[config.mk]
export PLATFORM = sky130hd
export DESIGN_NAME = usb_config_descriptor_parser
export DESIGN_NICKNAME = d
export VERILOG_FILES = /design/src/sv/ucdp_pkg.sv /design/src/sv/ucdp_ctrl.sv /design/src/sv/ucdp_datapath.sv /design/src/sv/usb_config_descriptor_parser.sv
export SDC_FILE = /design/constraint.sdc
export NUM_CORES = 2
export LEC_CHECK = 0
export BUFFER_PORTS_ARGS = -buffer_cell sky130_fd_sc_hd__buf_2
export CAP_MARGIN = 40
export CORE_AREA = 4 4 285 287
export DETAILED_ROUTE_END_ITERATION = 12
export DIE_AREA = 0 0 289 291
export PLACE_DENSITY = 0.81
export SETUP_SLACK_MARGIN = 0.3
export SLEW_MARGIN = 5
export SYNTH_ARGS = -nofsm -noshare
export SYNTH_HDL_FRONTEND = slang
export SYNTH_SLANG_ARGS = --single-unit
[constraint.sdc]
create_clock -name clock -period 4.7 [get_ports clock]
set_input_delay 0.235 -clock clock [delete_from_list [all_inputs] [get_ports clock]]
set_output_delay 0.235 -clock clock [all_outputs]
set_load 0.03 [all_outputs]
[src/sv/ucdp_pkg.sv]
// Shared types and constants for the USB configuration descriptor parser.
// Used by ucdp_ctrl, ucdp_datapath and usb_config_descriptor_parser.
`timescale 1ns / 1ps
`default_nettype none

package ucdp_pkg;

   // Record kinds on the result channel
   localparam logic [2:0] REC_FUNCTION    = 3'd0;
   localparam logic [2:0] REC_ALTERNATE   = 3'd1;
   localparam logic [2:0] REC_ENDPOINT    = 3'd2;
   localparam logic [2:0] REC_END_VALID   = 3'd3;
   localparam logic [2:0] REC_END_INVALID = 3'd4;

   // Descriptor types
   localparam logic [7:0] DT_CONFIG    = 8'h02;
   localparam logic [7:0] DT_INTERFACE = 8'h04;
   localparam logic [7:0] DT_ENDPOINT  = 8'h05;
   localparam logic [7:0] DT_IAD       = 8'h0B;

   // Minimum descriptor lengths
   localparam logic [7:0] LEN_MIN       = 8'd2;
   localparam logic [7:0] LEN_CONFIG    = 8'd9;
   localparam logic [7:0] LEN_IAD       = 8'd8;
   localparam logic [7:0] LEN_INTERFACE = 8'd9;
   localparam logic [7:0] LEN_ENDPOINT  = 8'd7;

   localparam logic [15:0] HEADER_BYTES = 16'd9;
   localparam logic [15:0] OFFSET_LIMIT = 16'hFFFF;
   localparam logic [1:0]  XFER_MASK    = 2'b11;

   typedef enum logic [2:0] {
      ST_IDLE,
      ST_STEP,
      ST_SEARCH,
      ST_FINISH,
      ST_FUNC2,
      ST_END
   } ucdp_state_type;

   typedef enum logic [1:0] {
      FK_NONE,
      FK_ASSOC,
      FK_IFACE,
      FK_EP
   } ucdp_fkind_type;

   typedef struct packed {
      logic load;
      logic step;
      logic search;
      logic finish;
      logic func2;
      logic endrec;
   } ucdp_cmd_type;

   typedef struct packed {
      ucdp_fkind_type fkind;
      logic           fin;
      logic           search_done;
      logic           need_func2;
      logic           out_free;
   } ucdp_status_type;

endpackage

`default_nettype wire

[src/sv/ucdp_ctrl.sv]
// Controller state machine of the descriptor parser.
// Depends on ucdp_pkg; drives commands into ucdp_datapath.
`timescale 1ns / 1ps
`default_nettype none

module ucdp_ctrl (
   input  wire                       clock,
   input  wire                       reset,
   input  wire                       req_valid,
   output logic                      req_stall,
   input  ucdp_pkg::ucdp_status_type status,
   output ucdp_pkg::ucdp_cmd_type    cmd
);
   import ucdp_pkg::*;

   ucdp_state_type state_ff, state_in;

   always_ff @(posedge clock) begin
      if (reset) begin
         state_ff <= ST_IDLE;
      end else begin
         state_ff <= state_in;
      end
   end

   always_comb begin
      state_in  = state_ff;
      cmd       = '0;
      req_stall = 1'b1;
      unique case (state_ff)
         ST_IDLE: begin
            req_stall = 1'b0;
            if (req_valid) begin
               cmd.load = 1'b1;
               state_in = ST_STEP;
            end
         end
         ST_STEP: begin
            cmd.step = 1'b1;
            unique case (status.fkind)
               FK_IFACE:        state_in = ST_SEARCH;
               FK_ASSOC, FK_EP: state_in = ST_FINISH;
               default:         state_in = status.fin ? ST_END : ST_IDLE;
            endcase
         end
         ST_SEARCH: begin
            cmd.search = 1'b1;
            if (status.search_done) begin
               state_in = ST_FINISH;
            end
         end
         ST_FINISH: begin
            // hold until the output register can take a record
            if (status.out_free) begin
               cmd.finish = 1'b1;
               priority if (status.need_func2) state_in = ST_FUNC2;
               else if (status.fin)            state_in = ST_END;
               else                            state_in = ST_IDLE;
            end
         end
         ST_FUNC2: begin
            if (status.out_free) begin
               cmd.func2 = 1'b1;
               state_in  = status.fin ? ST_END : ST_IDLE;
            end
         end
         ST_END: begin
            if (status.out_free) begin
               cmd.endrec = 1'b1;
               state_in   = ST_IDLE;
            end
         end
         default: state_in = ST_IDLE;
      endcase
   end

endmodule

`default_nettype wire

[src/sv/ucdp_datapath.sv]
// Datapath of the descriptor parser: parse state, field captures, interface
// and function tables, table search and the result register. Uses ucdp_pkg.
`timescale 1ns / 1ps
`default_nettype none

module ucdp_datapath #(
   parameter int MAX_INTERFACES = 32,
   parameter int MAX_FUNCTIONS  = 32
) (
   input  wire                       clock,
   input  wire                       reset,
   input  ucdp_pkg::ucdp_cmd_type    cmd,
   output ucdp_pkg::ucdp_status_type status,
   input  wire  [7:0]                req_data_byte,
   input  wire                       req_final_byte,
   output logic                      rsp_valid,
   input  wire                       rsp_stall,
   output logic [2:0]                rsp_rec_kind,
   output logic [7:0]                rsp_interface_number,
   output logic [7:0]                rsp_count_or_config,
   output logic [7:0]                rsp_alt_setting,
   output logic [7:0]                rsp_base_class,
   output logic [7:0]                rsp_sub_class,
   output logic [7:0]                rsp_proto,
   output logic                      rsp_new_interface,
   output logic [7:0]                rsp_ep_address,
   output logic [1:0]                rsp_transfer_type,
   output logic [15:0]               rsp_max_packet,
   output logic                      rsp_run_last
);
   import ucdp_pkg::*;

   localparam int IW  = (MAX_INTERFACES > 1) ? $clog2(MAX_INTERFACES) : 1;
   localparam int FW  = (MAX_FUNCTIONS > 1) ? $clog2(MAX_FUNCTIONS) : 1;
   localparam int ICW = $clog2(MAX_INTERFACES + 1);
   localparam int FCW = $clog2(MAX_FUNCTIONS + 1);
   localparam int SW  = (ICW > FCW) ? ICW : FCW;

   // tables
   logic [7:0]  iface_mem [MAX_INTERFACES];
   logic [15:0] func_mem  [MAX_FUNCTIONS];
   logic [7:0]  cap_ff    [8];

   logic [7:0]     byte_ff, byte_in;
   logic           fin_ff, fin_in;
   logic [15:0]    offset_ff, offset_in;
   logic [15:0]    declared_ff, declared_in;
   logic [15:0]    start_ff, start_in;
   logic [7:0]     length_ff, length_in;
   logic [7:0]     kind_ff, kind_in;
   logic [7:0]     config_ff, config_in;
   logic [ICW-1:0] icount_ff, icount_in;
   logic [FCW-1:0] fcount_ff, fcount_in;
   logic           alt_valid_ff, alt_valid_in;
   logic [7:0]     alt_if_ff, alt_if_in;
   logic [7:0]     alt_set_ff, alt_set_in;
   logic           err_ff, err_in;
   ucdp_fkind_type fkind_ff, fkind_in;
   logic [SW-1:0]  idx_ff, idx_in;
   logic           rdv_i_ff, rdv_i_in;
   logic           rdv_f_ff, rdv_f_in;
   logic           known_ff, known_in;
   logic           covered_ff, covered_in;
   logic [7:0]     rd_i_ff;
   logic [15:0]    rd_f_ff;

   logic           rsp_valid_ff, rsp_valid_in;
   logic [2:0]     kind_o_ff, kind_o_in;
   logic [7:0]     ifn_o_ff, ifn_o_in;
   logic [7:0]     cnt_o_ff, cnt_o_in;
   logic [7:0]     alt_o_ff, alt_o_in;
   logic [7:0]     cls_o_ff, cls_o_in;
   logic [7:0]     sub_o_ff, sub_o_in;
   logic [7:0]     pro_o_ff, pro_o_in;
   logic           newi_o_ff, newi_o_in;
   logic [7:0]     epa_o_ff, epa_o_in;
   logic [1:0]     tt_o_ff, tt_o_in;
   logic [15:0]    mp_o_ff, mp_o_in;
   logic           last_o_ff, last_o_in;

   logic           cap_we;
   logic [2:0]     cap_idx;
   logic           imem_we, fmem_we;
   logic [7:0]     imem_wdata;
   logic [15:0]    fmem_wdata;
   logic [IW-1:0]  imem_raddr;
   logic [FW-1:0]  fmem_raddr;

   logic [15:0]    pos, rel, rel_m2;
   logic           over, err_now, short_desc;
   logic [7:0]     kind_eff;
   ucdp_fkind_type fkind_step;
   logic [SW-1:0]  limit;
   logic           search_done;
   logic           ifull, ffull, iface_full, need_func2;
   logic           covers;
   logic           end_ok;
   logic           emit;
   logic           out_free;

   assign out_free    = !rsp_valid_ff || !rsp_stall;
   assign limit       = (SW'(icount_ff) > SW'(fcount_ff)) ? SW'(icount_ff) : SW'(fcount_ff);
   assign search_done = (idx_ff == limit);
   assign ifull       = (icount_ff == ICW'(MAX_INTERFACES));
   assign ffull       = (fcount_ff == FCW'(MAX_FUNCTIONS));
   assign iface_full  = (!known_ff && ifull) || (!covered_ff && ffull);
   assign need_func2  = (fkind_ff == FK_IFACE) && !iface_full && !covered_ff;
   assign covers      = (cap_ff[0] >= rd_f_ff[15:8]) &&
                        ({1'b0, cap_ff[0]} < ({1'b0, rd_f_ff[15:8]} + {1'b0, rd_f_ff[7:0]}));
   assign end_ok      = !err_ff && (offset_ff > HEADER_BYTES) && (declared_ff == offset_ff) &&
                        ({1'b0, offset_ff} == ({1'b0, start_ff} + {9'h000, length_ff}));

   assign imem_raddr = (idx_ff < SW'(MAX_INTERFACES)) ? IW'(idx_ff) : '0;
   assign fmem_raddr = (idx_ff < SW'(MAX_FUNCTIONS)) ? FW'(idx_ff) : '0;

   // per-byte decode of the registered request
   assign pos     = offset_ff;
   assign over    = (pos == OFFSET_LIMIT);
   assign err_now = err_ff || over;
   assign rel     = pos - start_ff;
   assign rel_m2  = rel - 16'd2;
   assign cap_idx = rel_m2[2:0];

   always_comb begin
      kind_eff   = (rel == 16'd1) ? byte_ff : kind_ff;
      short_desc = (rel == 16'd1) &&
                   ((byte_ff == DT_IAD && length_ff < LEN_IAD) ||
                    (byte_ff == DT_INTERFACE && length_ff < LEN_INTERFACE) ||
                    (byte_ff == DT_ENDPOINT && length_ff < LEN_ENDPOINT));
      fkind_step = FK_NONE;
      if (!err_now && pos >= HEADER_BYTES && rel < {8'h00, length_ff} && !short_desc &&
          rel >= 16'd1 && (rel + 16'd1) == {8'h00, length_ff}) begin
         priority if (kind_eff == DT_IAD)       fkind_step = FK_ASSOC;
         else if (kind_eff == DT_INTERFACE)     fkind_step = FK_IFACE;
         else if (kind_eff == DT_ENDPOINT)      fkind_step = FK_EP;
         else                                   fkind_step = FK_NONE;
      end
   end

   always_comb begin
      status.fkind       = fkind_step;
      status.fin         = fin_ff;
      status.search_done = search_done;
      status.need_func2  = need_func2;
      status.out_free    = out_free;
   end

   always_comb begin
      byte_in      = byte_ff;
      fin_in       = fin_ff;
      offset_in    = offset_ff;
      declared_in  = declared_ff;
      start_in     = start_ff;
      length_in    = length_ff;
      kind_in      = kind_ff;
      config_in    = config_ff;
      icount_in    = icount_ff;
      fcount_in    = fcount_ff;
      alt_valid_in = alt_valid_ff;
      alt_if_in    = alt_if_ff;
      alt_set_in   = alt_set_ff;
      err_in       = err_ff;
      fkind_in     = fkind_ff;
      idx_in       = idx_ff;
      rdv_i_in     = rdv_i_ff;
      rdv_f_in     = rdv_f_ff;
      known_in     = known_ff;
      covered_in   = covered_ff;
      cap_we       = 1'b0;
      imem_we      = 1'b0;
      fmem_we      = 1'b0;
      imem_wdata   = cap_ff[0];
      fmem_wdata   = {cap_ff[0], cap_ff[1]};
      emit         = 1'b0;
      kind_o_in    = REC_FUNCTION;
      ifn_o_in     = '0;
      cnt_o_in     = '0;
      alt_o_in     = '0;
      cls_o_in     = '0;
      sub_o_in     = '0;
      pro_o_in     = '0;
      newi_o_in    = 1'b0;
      epa_o_in     = '0;
      tt_o_in      = '0;
      mp_o_in      = '0;
      last_o_in    = 1'b0;

      if (cmd.load) begin
         byte_in = req_data_byte;
         fin_in  = req_final_byte;
      end

      if (cmd.step) begin
         if (over) begin
            err_in = 1'b1;
         end else begin
            offset_in = offset_ff + 16'd1;
         end
         fkind_in   = fkind_step;
         idx_in     = '0;
         rdv_i_in   = 1'b0;
         rdv_f_in   = 1'b0;
         known_in   = 1'b0;
         covered_in = 1'b0;
         if (!err_now) begin
            if (pos < HEADER_BYTES) begin
               priority if (pos == 16'd0) begin
                  start_in  = '0;
                  length_in = byte_ff;
                  kind_in   = DT_CONFIG;
                  if (byte_ff < LEN_CONFIG) err_in = 1'b1;
               end else if (pos == 16'd1) begin
                  if (byte_ff != DT_CONFIG) err_in = 1'b1;
               end else if (pos == 16'd2) begin
                  declared_in = {8'h00, byte_ff};
               end else if (pos == 16'd3) begin
                  declared_in = {byte_ff, declared_ff[7:0]};
               end else if (pos == 16'd5) begin
                  config_in = byte_ff;
               end
            end else if (rel >= {8'h00, length_ff}) begin
               // length byte of the next descriptor
               start_in  = pos;
               length_in = byte_ff;
               kind_in   = '0;
               if (byte_ff < LEN_MIN) err_in = 1'b1;
            end else if (short_desc) begin
               kind_in = byte_ff;
               err_in  = 1'b1;
            end else begin
               kind_in = kind_eff;
               if (rel >= 16'd2 && rel < 16'd10) cap_we = 1'b1;
            end
         end
      end

      if (cmd.search) begin
         rdv_i_in = idx_ff < SW'(icount_ff);
         rdv_f_in = idx_ff < SW'(fcount_ff);
         if (rdv_i_ff && rd_i_ff == cap_ff[0]) known_in = 1'b1;
         if (rdv_f_ff && covers) covered_in = 1'b1;
         if (!search_done) idx_in = idx_ff + SW'(1);
      end

      if (cmd.finish) begin
         last_o_in = !need_func2 && !fin_ff;
         unique case (fkind_ff)
            FK_ASSOC: begin
               if (ffull) begin
                  err_in = 1'b1;
               end else begin
                  fmem_we      = 1'b1;
                  fcount_in    = fcount_ff + FCW'(1);
                  alt_valid_in = 1'b0;
                  alt_if_in    = '0;
                  alt_set_in   = '0;
                  emit         = 1'b1;
                  kind_o_in    = REC_FUNCTION;
                  ifn_o_in     = cap_ff[0];
                  cnt_o_in     = cap_ff[1];
                  cls_o_in     = cap_ff[2];
                  sub_o_in     = cap_ff[3];
                  pro_o_in     = cap_ff[4];
               end
            end
            FK_IFACE: begin
               if (iface_full) begin
                  err_in = 1'b1;
               end else begin
                  if (!known_ff) begin
                     imem_we   = 1'b1;
                     icount_in = icount_ff + ICW'(1);
                  end
                  alt_valid_in = 1'b1;
                  alt_if_in    = cap_ff[0];
                  alt_set_in   = cap_ff[1];
                  emit         = 1'b1;
                  kind_o_in    = REC_ALTERNATE;
                  ifn_o_in     = cap_ff[0];
                  alt_o_in     = cap_ff[1];
                  cls_o_in     = cap_ff[3];
                  sub_o_in     = cap_ff[4];
                  pro_o_in     = cap_ff[5];
                  newi_o_in    = !known_ff;
               end
            end
            FK_EP: begin
               if (!alt_valid_ff) begin
                  err_in = 1'b1;
               end else begin
                  emit      = 1'b1;
                  kind_o_in = REC_ENDPOINT;
                  ifn_o_in  = alt_if_ff;
                  alt_o_in  = alt_set_ff;
                  epa_o_in  = cap_ff[0];
                  tt_o_in   = cap_ff[1][1:0] & XFER_MASK;
                  mp_o_in   = {cap_ff[3], cap_ff[2]};
               end
            end
            default: ;
         endcase
      end

      if (cmd.func2) begin
         // one-interface function for an interface no association covers
         fmem_we    = 1'b1;
         fmem_wdata = {cap_ff[0], 8'd1};
         fcount_in  = fcount_ff + FCW'(1);
         emit       = 1'b1;
         kind_o_in  = REC_FUNCTION;
         ifn_o_in   = cap_ff[0];
         cnt_o_in   = 8'd1;
         cls_o_in   = cap_ff[3];
         sub_o_in   = cap_ff[4];
         pro_o_in   = cap_ff[5];
         last_o_in  = !fin_ff;
      end

      if (cmd.endrec) begin
         emit         = 1'b1;
         kind_o_in    = end_ok ? REC_END_VALID : REC_END_INVALID;
         cnt_o_in     = config_ff;
         last_o_in    = 1'b1;
         offset_in    = '0;
         declared_in  = '0;
         start_in     = '0;
         length_in    = '0;
         kind_in      = '0;
         config_in    = '0;
         icount_in    = '0;
         fcount_in    = '0;
         alt_valid_in = 1'b0;
         alt_if_in    = '0;
         alt_set_in   = '0;
         err_in       = 1'b0;
      end

      rsp_valid_in = emit ? 1'b1 : (rsp_stall ? rsp_valid_ff : 1'b0);
   end

   always_ff @(posedge clock) begin
      if (reset) begin
         offset_ff    <= '0;
         declared_ff  <= '0;
         start_ff     <= '0;
         length_ff    <= '0;
         kind_ff      <= '0;
         config_ff    <= '0;
         icount_ff    <= '0;
         fcount_ff    <= '0;
         alt_valid_ff <= 1'b0;
         alt_if_ff    <= '0;
         alt_set_ff   <= '0;
         err_ff       <= 1'b0;
         fkind_ff     <= FK_NONE;
         idx_ff       <= '0;
         rdv_i_ff     <= 1'b0;
         rdv_f_ff     <= 1'b0;
         known_ff     <= 1'b0;
         covered_ff   <= 1'b0;
         rsp_valid_ff <= 1'b0;
      end else begin
         offset_ff    <= offset_in;
         declared_ff  <= declared_in;
         start_ff     <= start_in;
         length_ff    <= length_in;
         kind_ff      <= kind_in;
         config_ff    <= config_in;
         icount_ff    <= icount_in;
         fcount_ff    <= fcount_in;
         alt_valid_ff <= alt_valid_in;
         alt_if_ff    <= alt_if_in;
         alt_set_ff   <= alt_set_in;
         err_ff       <= err_in;
         fkind_ff     <= fkind_in;
         idx_ff       <= idx_in;
         rdv_i_ff     <= rdv_i_in;
         rdv_f_ff     <= rdv_f_in;
         known_ff     <= known_in;
         covered_ff   <= covered_in;
         rsp_valid_ff <= rsp_valid_in;
      end
   end

   always_ff @(posedge clock) begin
      byte_ff <= byte_in;
      fin_ff  <= fin_in;
      if (cap_we) cap_ff[cap_idx] <= byte_ff;
      if (emit) begin
         kind_o_ff <= kind_o_in;
         ifn_o_ff  <= ifn_o_in;
         cnt_o_ff  <= cnt_o_in;
         alt_o_ff  <= alt_o_in;
         cls_o_ff  <= cls_o_in;
         sub_o_ff  <= sub_o_in;
         pro_o_ff  <= pro_o_in;
         newi_o_ff <= newi_o_in;
         epa_o_ff  <= epa_o_in;
         tt_o_ff   <= tt_o_in;
         mp_o_ff   <= mp_o_in;
         last_o_ff <= last_o_in;
      end
   end

   always_ff @(posedge clock) begin
      if (imem_we) iface_mem[IW'(icount_ff)] <= imem_wdata;
      rd_i_ff <= iface_mem[imem_raddr];
   end

   always_ff @(posedge clock) begin
      if (fmem_we) func_mem[FW'(fcount_ff)] <= fmem_wdata;
      rd_f_ff <= func_mem[fmem_raddr];
   end

   assign rsp_valid            = rsp_valid_ff;
   assign rsp_rec_kind         = kind_o_ff;
   assign rsp_interface_number = ifn_o_ff;
   assign rsp_count_or_config  = cnt_o_ff;
   assign rsp_alt_setting      = alt_o_ff;
   assign rsp_base_class       = cls_o_ff;
   assign rsp_sub_class        = sub_o_ff;
   assign rsp_proto            = pro_o_ff;
   assign rsp_new_interface    = newi_o_ff;
   assign rsp_ep_address       = epa_o_ff;
   assign rsp_transfer_type    = tt_o_ff;
   assign rsp_max_packet       = mp_o_ff;
   assign rsp_run_last         = last_o_ff;

`ifndef NO_ASSERTIONS
   a_icount_bound: assert property (@(posedge clock) disable iff (reset)
      icount_ff <= ICW'(MAX_INTERFACES))
      else $error("interface count beyond table size");

   a_fcount_bound: assert property (@(posedge clock) disable iff (reset)
      fcount_ff <= FCW'(MAX_FUNCTIONS))
      else $error("function count beyond table size");

   a_emit_free: assert property (@(posedge clock) disable iff (reset)
      emit |-> out_free)
      else $error("record overwrites a pending result");

   a_end_clears: assert property (@(posedge clock) disable iff (reset)
      cmd.endrec |=> (icount_ff == '0 && fcount_ff == '0 && !err_ff && offset_ff == '0))
      else $error("parse state not cleared after end record");

   a_search_bound: assert property (@(posedge clock) disable iff (reset)
      cmd.search |-> idx_ff <= limit)
      else $error("table search ran past its limit");
`endif

endmodule

`default_nettype wire

[src/sv/usb_config_descriptor_parser.sv]
// Top level of the USB configuration descriptor parser.
// Instantiates ucdp_ctrl and ucdp_datapath; types from ucdp_pkg.
`timescale 1ns / 1ps
`default_nettype none

// Takes a configuration descriptor one byte per request, checks the header
// and emits function, alternate and endpoint records as descriptors close,
// plus an end record (valid or invalid, with the configuration value) on
// the byte marked final. A plain byte is accepted, then parsed in the step
// state; no new byte is taken until the last one is done. A closing
// association or endpoint descriptor adds the finish state; a closing
// interface descriptor adds a search of both table memories before that,
// plus the func2 state when it also creates a function. The final byte
// adds the end state. Each record waits until the result register is free.
module usb_config_descriptor_parser #(
   parameter int MAX_INTERFACES = 32,
   parameter int MAX_FUNCTIONS  = 32
) (
   input  wire         clock,
   input  wire         reset,
   input  wire         req_valid,
   output logic        req_stall,
   input  wire  [7:0]  req_data_byte,
   input  wire         req_final_byte,
   output logic        rsp_valid,
   input  wire         rsp_stall,
   output logic [2:0]  rsp_rec_kind,
   output logic [7:0]  rsp_interface_number,
   output logic [7:0]  rsp_count_or_config,
   output logic [7:0]  rsp_alt_setting,
   output logic [7:0]  rsp_base_class,
   output logic [7:0]  rsp_sub_class,
   output logic [7:0]  rsp_proto,
   output logic        rsp_new_interface,
   output logic [7:0]  rsp_ep_address,
   output logic [1:0]  rsp_transfer_type,
   output logic [15:0] rsp_max_packet,
   output logic        rsp_run_last
);
   import ucdp_pkg::*;

   ucdp_cmd_type    cmd;
   ucdp_status_type status;

   ucdp_ctrl u_ctrl (
      .clock     (clock),
      .reset     (reset),
      .req_valid (req_valid),
      .req_stall (req_stall),
      .status    (status),
      .cmd       (cmd)
   );

   ucdp_datapath #(
      .MAX_INTERFACES (MAX_INTERFACES),
      .MAX_FUNCTIONS  (MAX_FUNCTIONS)
   ) u_datapath (
      .clock                (clock),
      .reset                (reset),
      .cmd                  (cmd),
      .status               (status),
      .req_data_byte        (req_data_byte),
      .req_final_byte       (req_final_byte),
      .rsp_valid            (rsp_valid),
      .rsp_stall            (rsp_stall),
      .rsp_rec_kind         (rsp_rec_kind),
      .rsp_interface_number (rsp_interface_number),
      .rsp_count_or_config  (rsp_count_or_config),
      .rsp_alt_setting      (rsp_alt_setting),
      .rsp_base_class       (rsp_base_class),
      .rsp_sub_class        (rsp_sub_class),
      .rsp_proto            (rsp_proto),
      .rsp_new_interface    (rsp_new_interface),
      .rsp_ep_address       (rsp_ep_address),
      .rsp_transfer_type    (rsp_transfer_type),
      .rsp_max_packet       (rsp_max_packet),
      .rsp_run_last         (rsp_run_last)
   );

endmodule

`default_nettype wire
==> results <==
- The fill cell instance count of the final layout is 5314.
- The initial antenna violation count is 1.
- The arrival time at the worst endpoint is 4820 ps.
- The worst register-to-register path ends at u_datapath.kind_ff[4].
- Summed over all instances, the cell type with the most area after synthesis is edfxtp_1.
- The routed design has 111 mm of wire.
- The count of buffers added on input and output ports is 93.
- For this design the ratio of total power to cell area is 373 nW/um^2.
- The proportion of synthesized chip area in sequential cells is 0.675.
- Buffers inserted during clock tree synthesis total 98.
- The mean cell area of the mapped netlist is 15.6 sq um.
- Synthesis produced 2846 cells.
- The end point of the worst hold path is u_datapath.byte_ff[0].
- In the post-synthesis netlist, the biggest area contributors are edfxtp_1 (61%), mux4_2 (7.3%), dfxtp_1 (6.4%).
- The endpoint type of the worst setup path is a register.
- The worst clock skew is 25.9 ps.
- The first global-routing pass estimated 167 mm of wire.
- For flop-to-flop paths, the worst setup slack is 490 ps.
- The DRC violations left is 0.
- The final non-filler cell total is 4143.
- The worst hold path belongs to the class input pin to register.
- The clock transition at the registers of the reported paths is 70 ps.
- In this run, synthesis produced a sequential element count of 1046.
- Setup repair after global routing left no endpoint under its margin.
- The detailed-routing iteration count for the pre-antenna-repair pass is 7.
- The number of setup violations in the final report is 0.
- The slowest cell on the critical path is or4_4.
- For this run, asynchronously set or reset flops after synthesis account for 0.
- The fraction of final layout cells with drive strength greater than 1 is 0.186.
- The count of nets after finishing is 3118.
- Timing would allow up to 0.237 GHz.
- The most used flip-flop cell after synthesis is edfxtp_1.
- In the finished design, the share of the clock period the worst path needs comes to 0.897.
- The number of sinks handled by clock tree synthesis is 1046.
- The net count after synthesis is 2954.
- Measured along the y axis, the die boundary spans 291 um.
- The placer's final routability congestion estimate is 0.900.
- Once placement completed, the tool counted placed cells totaling 3946.
- The floorplan has 103 rows.
- The via count is 26900.
- Summed over all cells, the static leakage comes to 16.8 nW.
- The clock passes through at most 3 buffers.
- The via count of the first global-routing pass is 27000.
- The share of synthesized area in the top cell type comes to 0.611.
- The clock tree from TritonCTS is built.
- The detail-routed via count per cell is 6.49.
- The count of flip-flops with a built-in enable after synthesis is 904.
- The initial core utilization is 0.565.
- Traced cell by cell, the critical path runs through inv_1, ha_1, fa_2, nand2b_4, a21oi_4, xnor2_2, inv_2, ha_1, a21o_1, a21o_1, a211oi_2, and4b_1, or3b_4, or4_4, a21oi_4, a22o_1.
- For the finished layout, the period the worst path requires is 4210 ps.
- The average routed wire per standard cell is 26.9 um.
- The number of warnings printed during yosys synthesis is 0.
- The number of pins with negative max-slew slack in the final report is 0.
- In this run the worst path has a maximum fanout of 7.
- After synthesis the cells add up to 44400 sq um.
- In this run the remaining antenna-violating nets after routing total 0.
- The hold path startpoint is req_valid.
- The sum of overflow across all layers after global routing is 0.
- For the worst flop-to-flop path, the logic depth is 16.
- Data on the critical path is required at its endpoint by 5310 ps.
- In this run the critical register-to-register path is launched from u_datapath.offset_ff[0].
- The critical path contains buffers and inverters numbering 2 combined.
- Entering global routing, the biggest net connects 97 pins.
- During I/O placement, the number of pins put on the boundary was 94.
- The region available for standard cell placement spans 78600 sq um.
- The buffer cell driving the clock tree root is clkbuf_16.
- The number of hold violations in the final report is 0.
- The floorplan step set the die width to 289 um.
- The clock latency on the worst-skew pair is 680 ps.
- For this run, the slowest stage of the critical path takes 540 ps.
- The kind of critical path is register to register.
- The floorplan step defined a die boundary enclosing 84100 sq um.
- The half-perimeter wire length after placement is 69.0 mm.
- Across the VDD grid, the largest voltage drop is 0.269 mV.
- The flow ran to the end, and the final reports show no timing, DRC or antenna violations.
- STA classifies the critical path startpoint as a register.
- The number of cells on the worst hold path is 3.
- The final sum of negative setup slack is 0 ps.
- In this run, distinct cell masters in the synthesized netlist total 83.
- The worst pin sits at a relative slew slack of 0.319.
- The initial detailed-routing violation count is 3339.
- The depth of the CTS H-tree is 3.
- The number of max-cap violations is 0.
- The global routing usage summed across all routing layers is 0.263.
- At the pin with the least slew margin, the transition time is 1020 ps.
- The kind of cell with the highest combined delay on the critical path is simple AND/OR/NAND/NOR gates.
- The signed area change from the synthesized netlist to the final layout is 12.7%.
[cell usage in the layout, fill, tap and decap left out, drive strengths merged, types with 8 or more instances in the layout]
cell type,synthesis,routed
mux2,25,25
dlygate4sd3,0,10
mux4,144,144
nor2b,25,25
nor2,217,217
and2,37,37
nand3,59,59
dfxtp,142,142
clkbuf,116,120
nand4,25,25
nor4,24,24
mux2i,232,232
o21ai,49,49
a31oi,9,9
nor3,27,27
clkinvlp,0,11
nand2b,18,18
or3,15,15
a211oi,12,12
inv,72,77
ha,92,92
and3,12,12
bufinv,0,8
xor2,41,41
a22o,63,63
edfxtp,904,904
a21oi,59,59
o22ai,100,100
a21o,22,22
a22oi,45,45
nand2,86,86
clkinv,3,42
buf,30,199
xnor2,50,50
[final cells by class]
cell class	count	area [sq um]	share of cell area
flip-flops and latches	1046	30000	0.599
multi-input cells	1579	13700	0.274
clock buffers	119	2620	0.0522
repair buffers	210	1490	0.0297
well taps	1050	1310	0.0262
clock inverters	63	637	0.0127
inverters	75	282	0.00562
diodes	1	2.50	0.0000500
[stage by stage]
step	utilization	hold WS, ps	setup slack [ps]	cell area (sq um)	total power, W
after detailed placement	0.593	415	125	46600	0.0109
after global routing	0.637	145	328	50100	0.0192
after CTS	0.636	108	322	50000	0.0187
after global placement	0.591	413	188	46400	0.0109
final	0.637	129	486	50100	0.0187
after floorplan	-	334	226	44400	0.0107
[worst max path at each step]
stage | slack [ps] | from | endpoint | cells past startpoint
2_1_floorplan | 230 | u_datapath.offset_ff[0] | u_datapath.cap_ff[0][0] | 16
3_3_place_gp | 190 | u_datapath.offset_ff[0] | u_datapath.kind_ff[0] | 16
3_5_place_dp | 120 | u_datapath.offset_ff[0] | u_datapath.kind_ff[4] | 16
4_1_cts | 320 | u_datapath.offset_ff[0] | u_datapath.kind_ff[4] | 16
5_1_grt | 330 | u_datapath.offset_ff[0] | u_datapath.kind_ff[3] | 16
6_report | 490 | u_datapath.offset_ff[0] | u_datapath.kind_ff[4] | 16
[where the power goes]
group	internal (W)	switching [W]
Combinational	0.000228	0.000397
Sequential	0.0100	0.0000697
Clock	0.00445	0.00347
[registers in the layout (all words and copies together), names as in the netlist, 16 cells and up]
signal                     count
u_datapath.offset_ff          16
u_datapath.func_mem          512
u_datapath.cap_ff             48
u_datapath.rsp_max_packet     16
u_datapath.declared_ff        16
u_datapath.start_ff           16
u_datapath.rd_f_ff            16
u_datapath.iface_mem         256
[logic make-up (layout without fill, tap and decap cells)]
logic type / after synthesis / after routing / synth area share
buf+inv: 221 / 467 / 0.0192
compound gates: 419 / 419 / 0.0655
other cells: 0 / 1 / 0
simple gates: 572 / 572 / 0.0630
mux: 401 / 401 / 0.132
xor+xnor: 92 / 92 / 0.0184
flops: 1046 / 1046 / 0.675
fa+ha+maj: 95 / 95 / 0.0273
[timing repair]
action                                 in CTS  in global routing
resized for setup                           5                 15
setup endpoints to repair                  48                 80
setup buffers                               2                  0
pin swaps                                   3                  2
endpoints found under the hold margin      22                  0
hold buffers                               10                  0
[synthesized netlist by cell type (9+ instances only)]
cell      number
a22oi_1       45
or3_1         15
a211oi_1      12
xnor2_1       50
xor2_1        41
nand4_1       25
mux2_2        25
nand2_1       86
edfxtp_1     904
mux4_2       144
clkbuf_1     116
dfxtp_1      142
nand2b_1      18
mux2i_1      232
a22o_1        63
nor2b_1       25
a21oi_1       56
and3_1        12
inv_1         72
and2_1        37
nor4_1        22
o22ai_1      100
o21ai_0       46
buf_1         23
a21o_1        22
a31oi_1        9
ha_1          92
nand3_1       59
nor3_1        26
nor2_1       217
[routing by layer]
layer / track usage / up-vias / share of wire
met5: 0 / - / 0
li1: - / 11500 / -
met4: 0.0891 / 0 / 0.034
met2: 0.437 / 1460 / 0.50
met1: 0.355 / 13800 / 0.38
met3: 0.0477 / 233 / 0.090
[worst register-to-register path: cells and delay by family (launching register included)]
family | cells | cell delay (ps)
adder cells (fa/ha/maj) | 3 | 850
AND/OR/NAND/NOR | 4 | 1430
AO/OA/AOI/OAI | 6 | 1190
flip-flops | 1 | 330
XOR/XNOR | 1 | 160
buffers and inverters | 2 | 210
No activity file was read; power rests on OpenSTA's default activity.
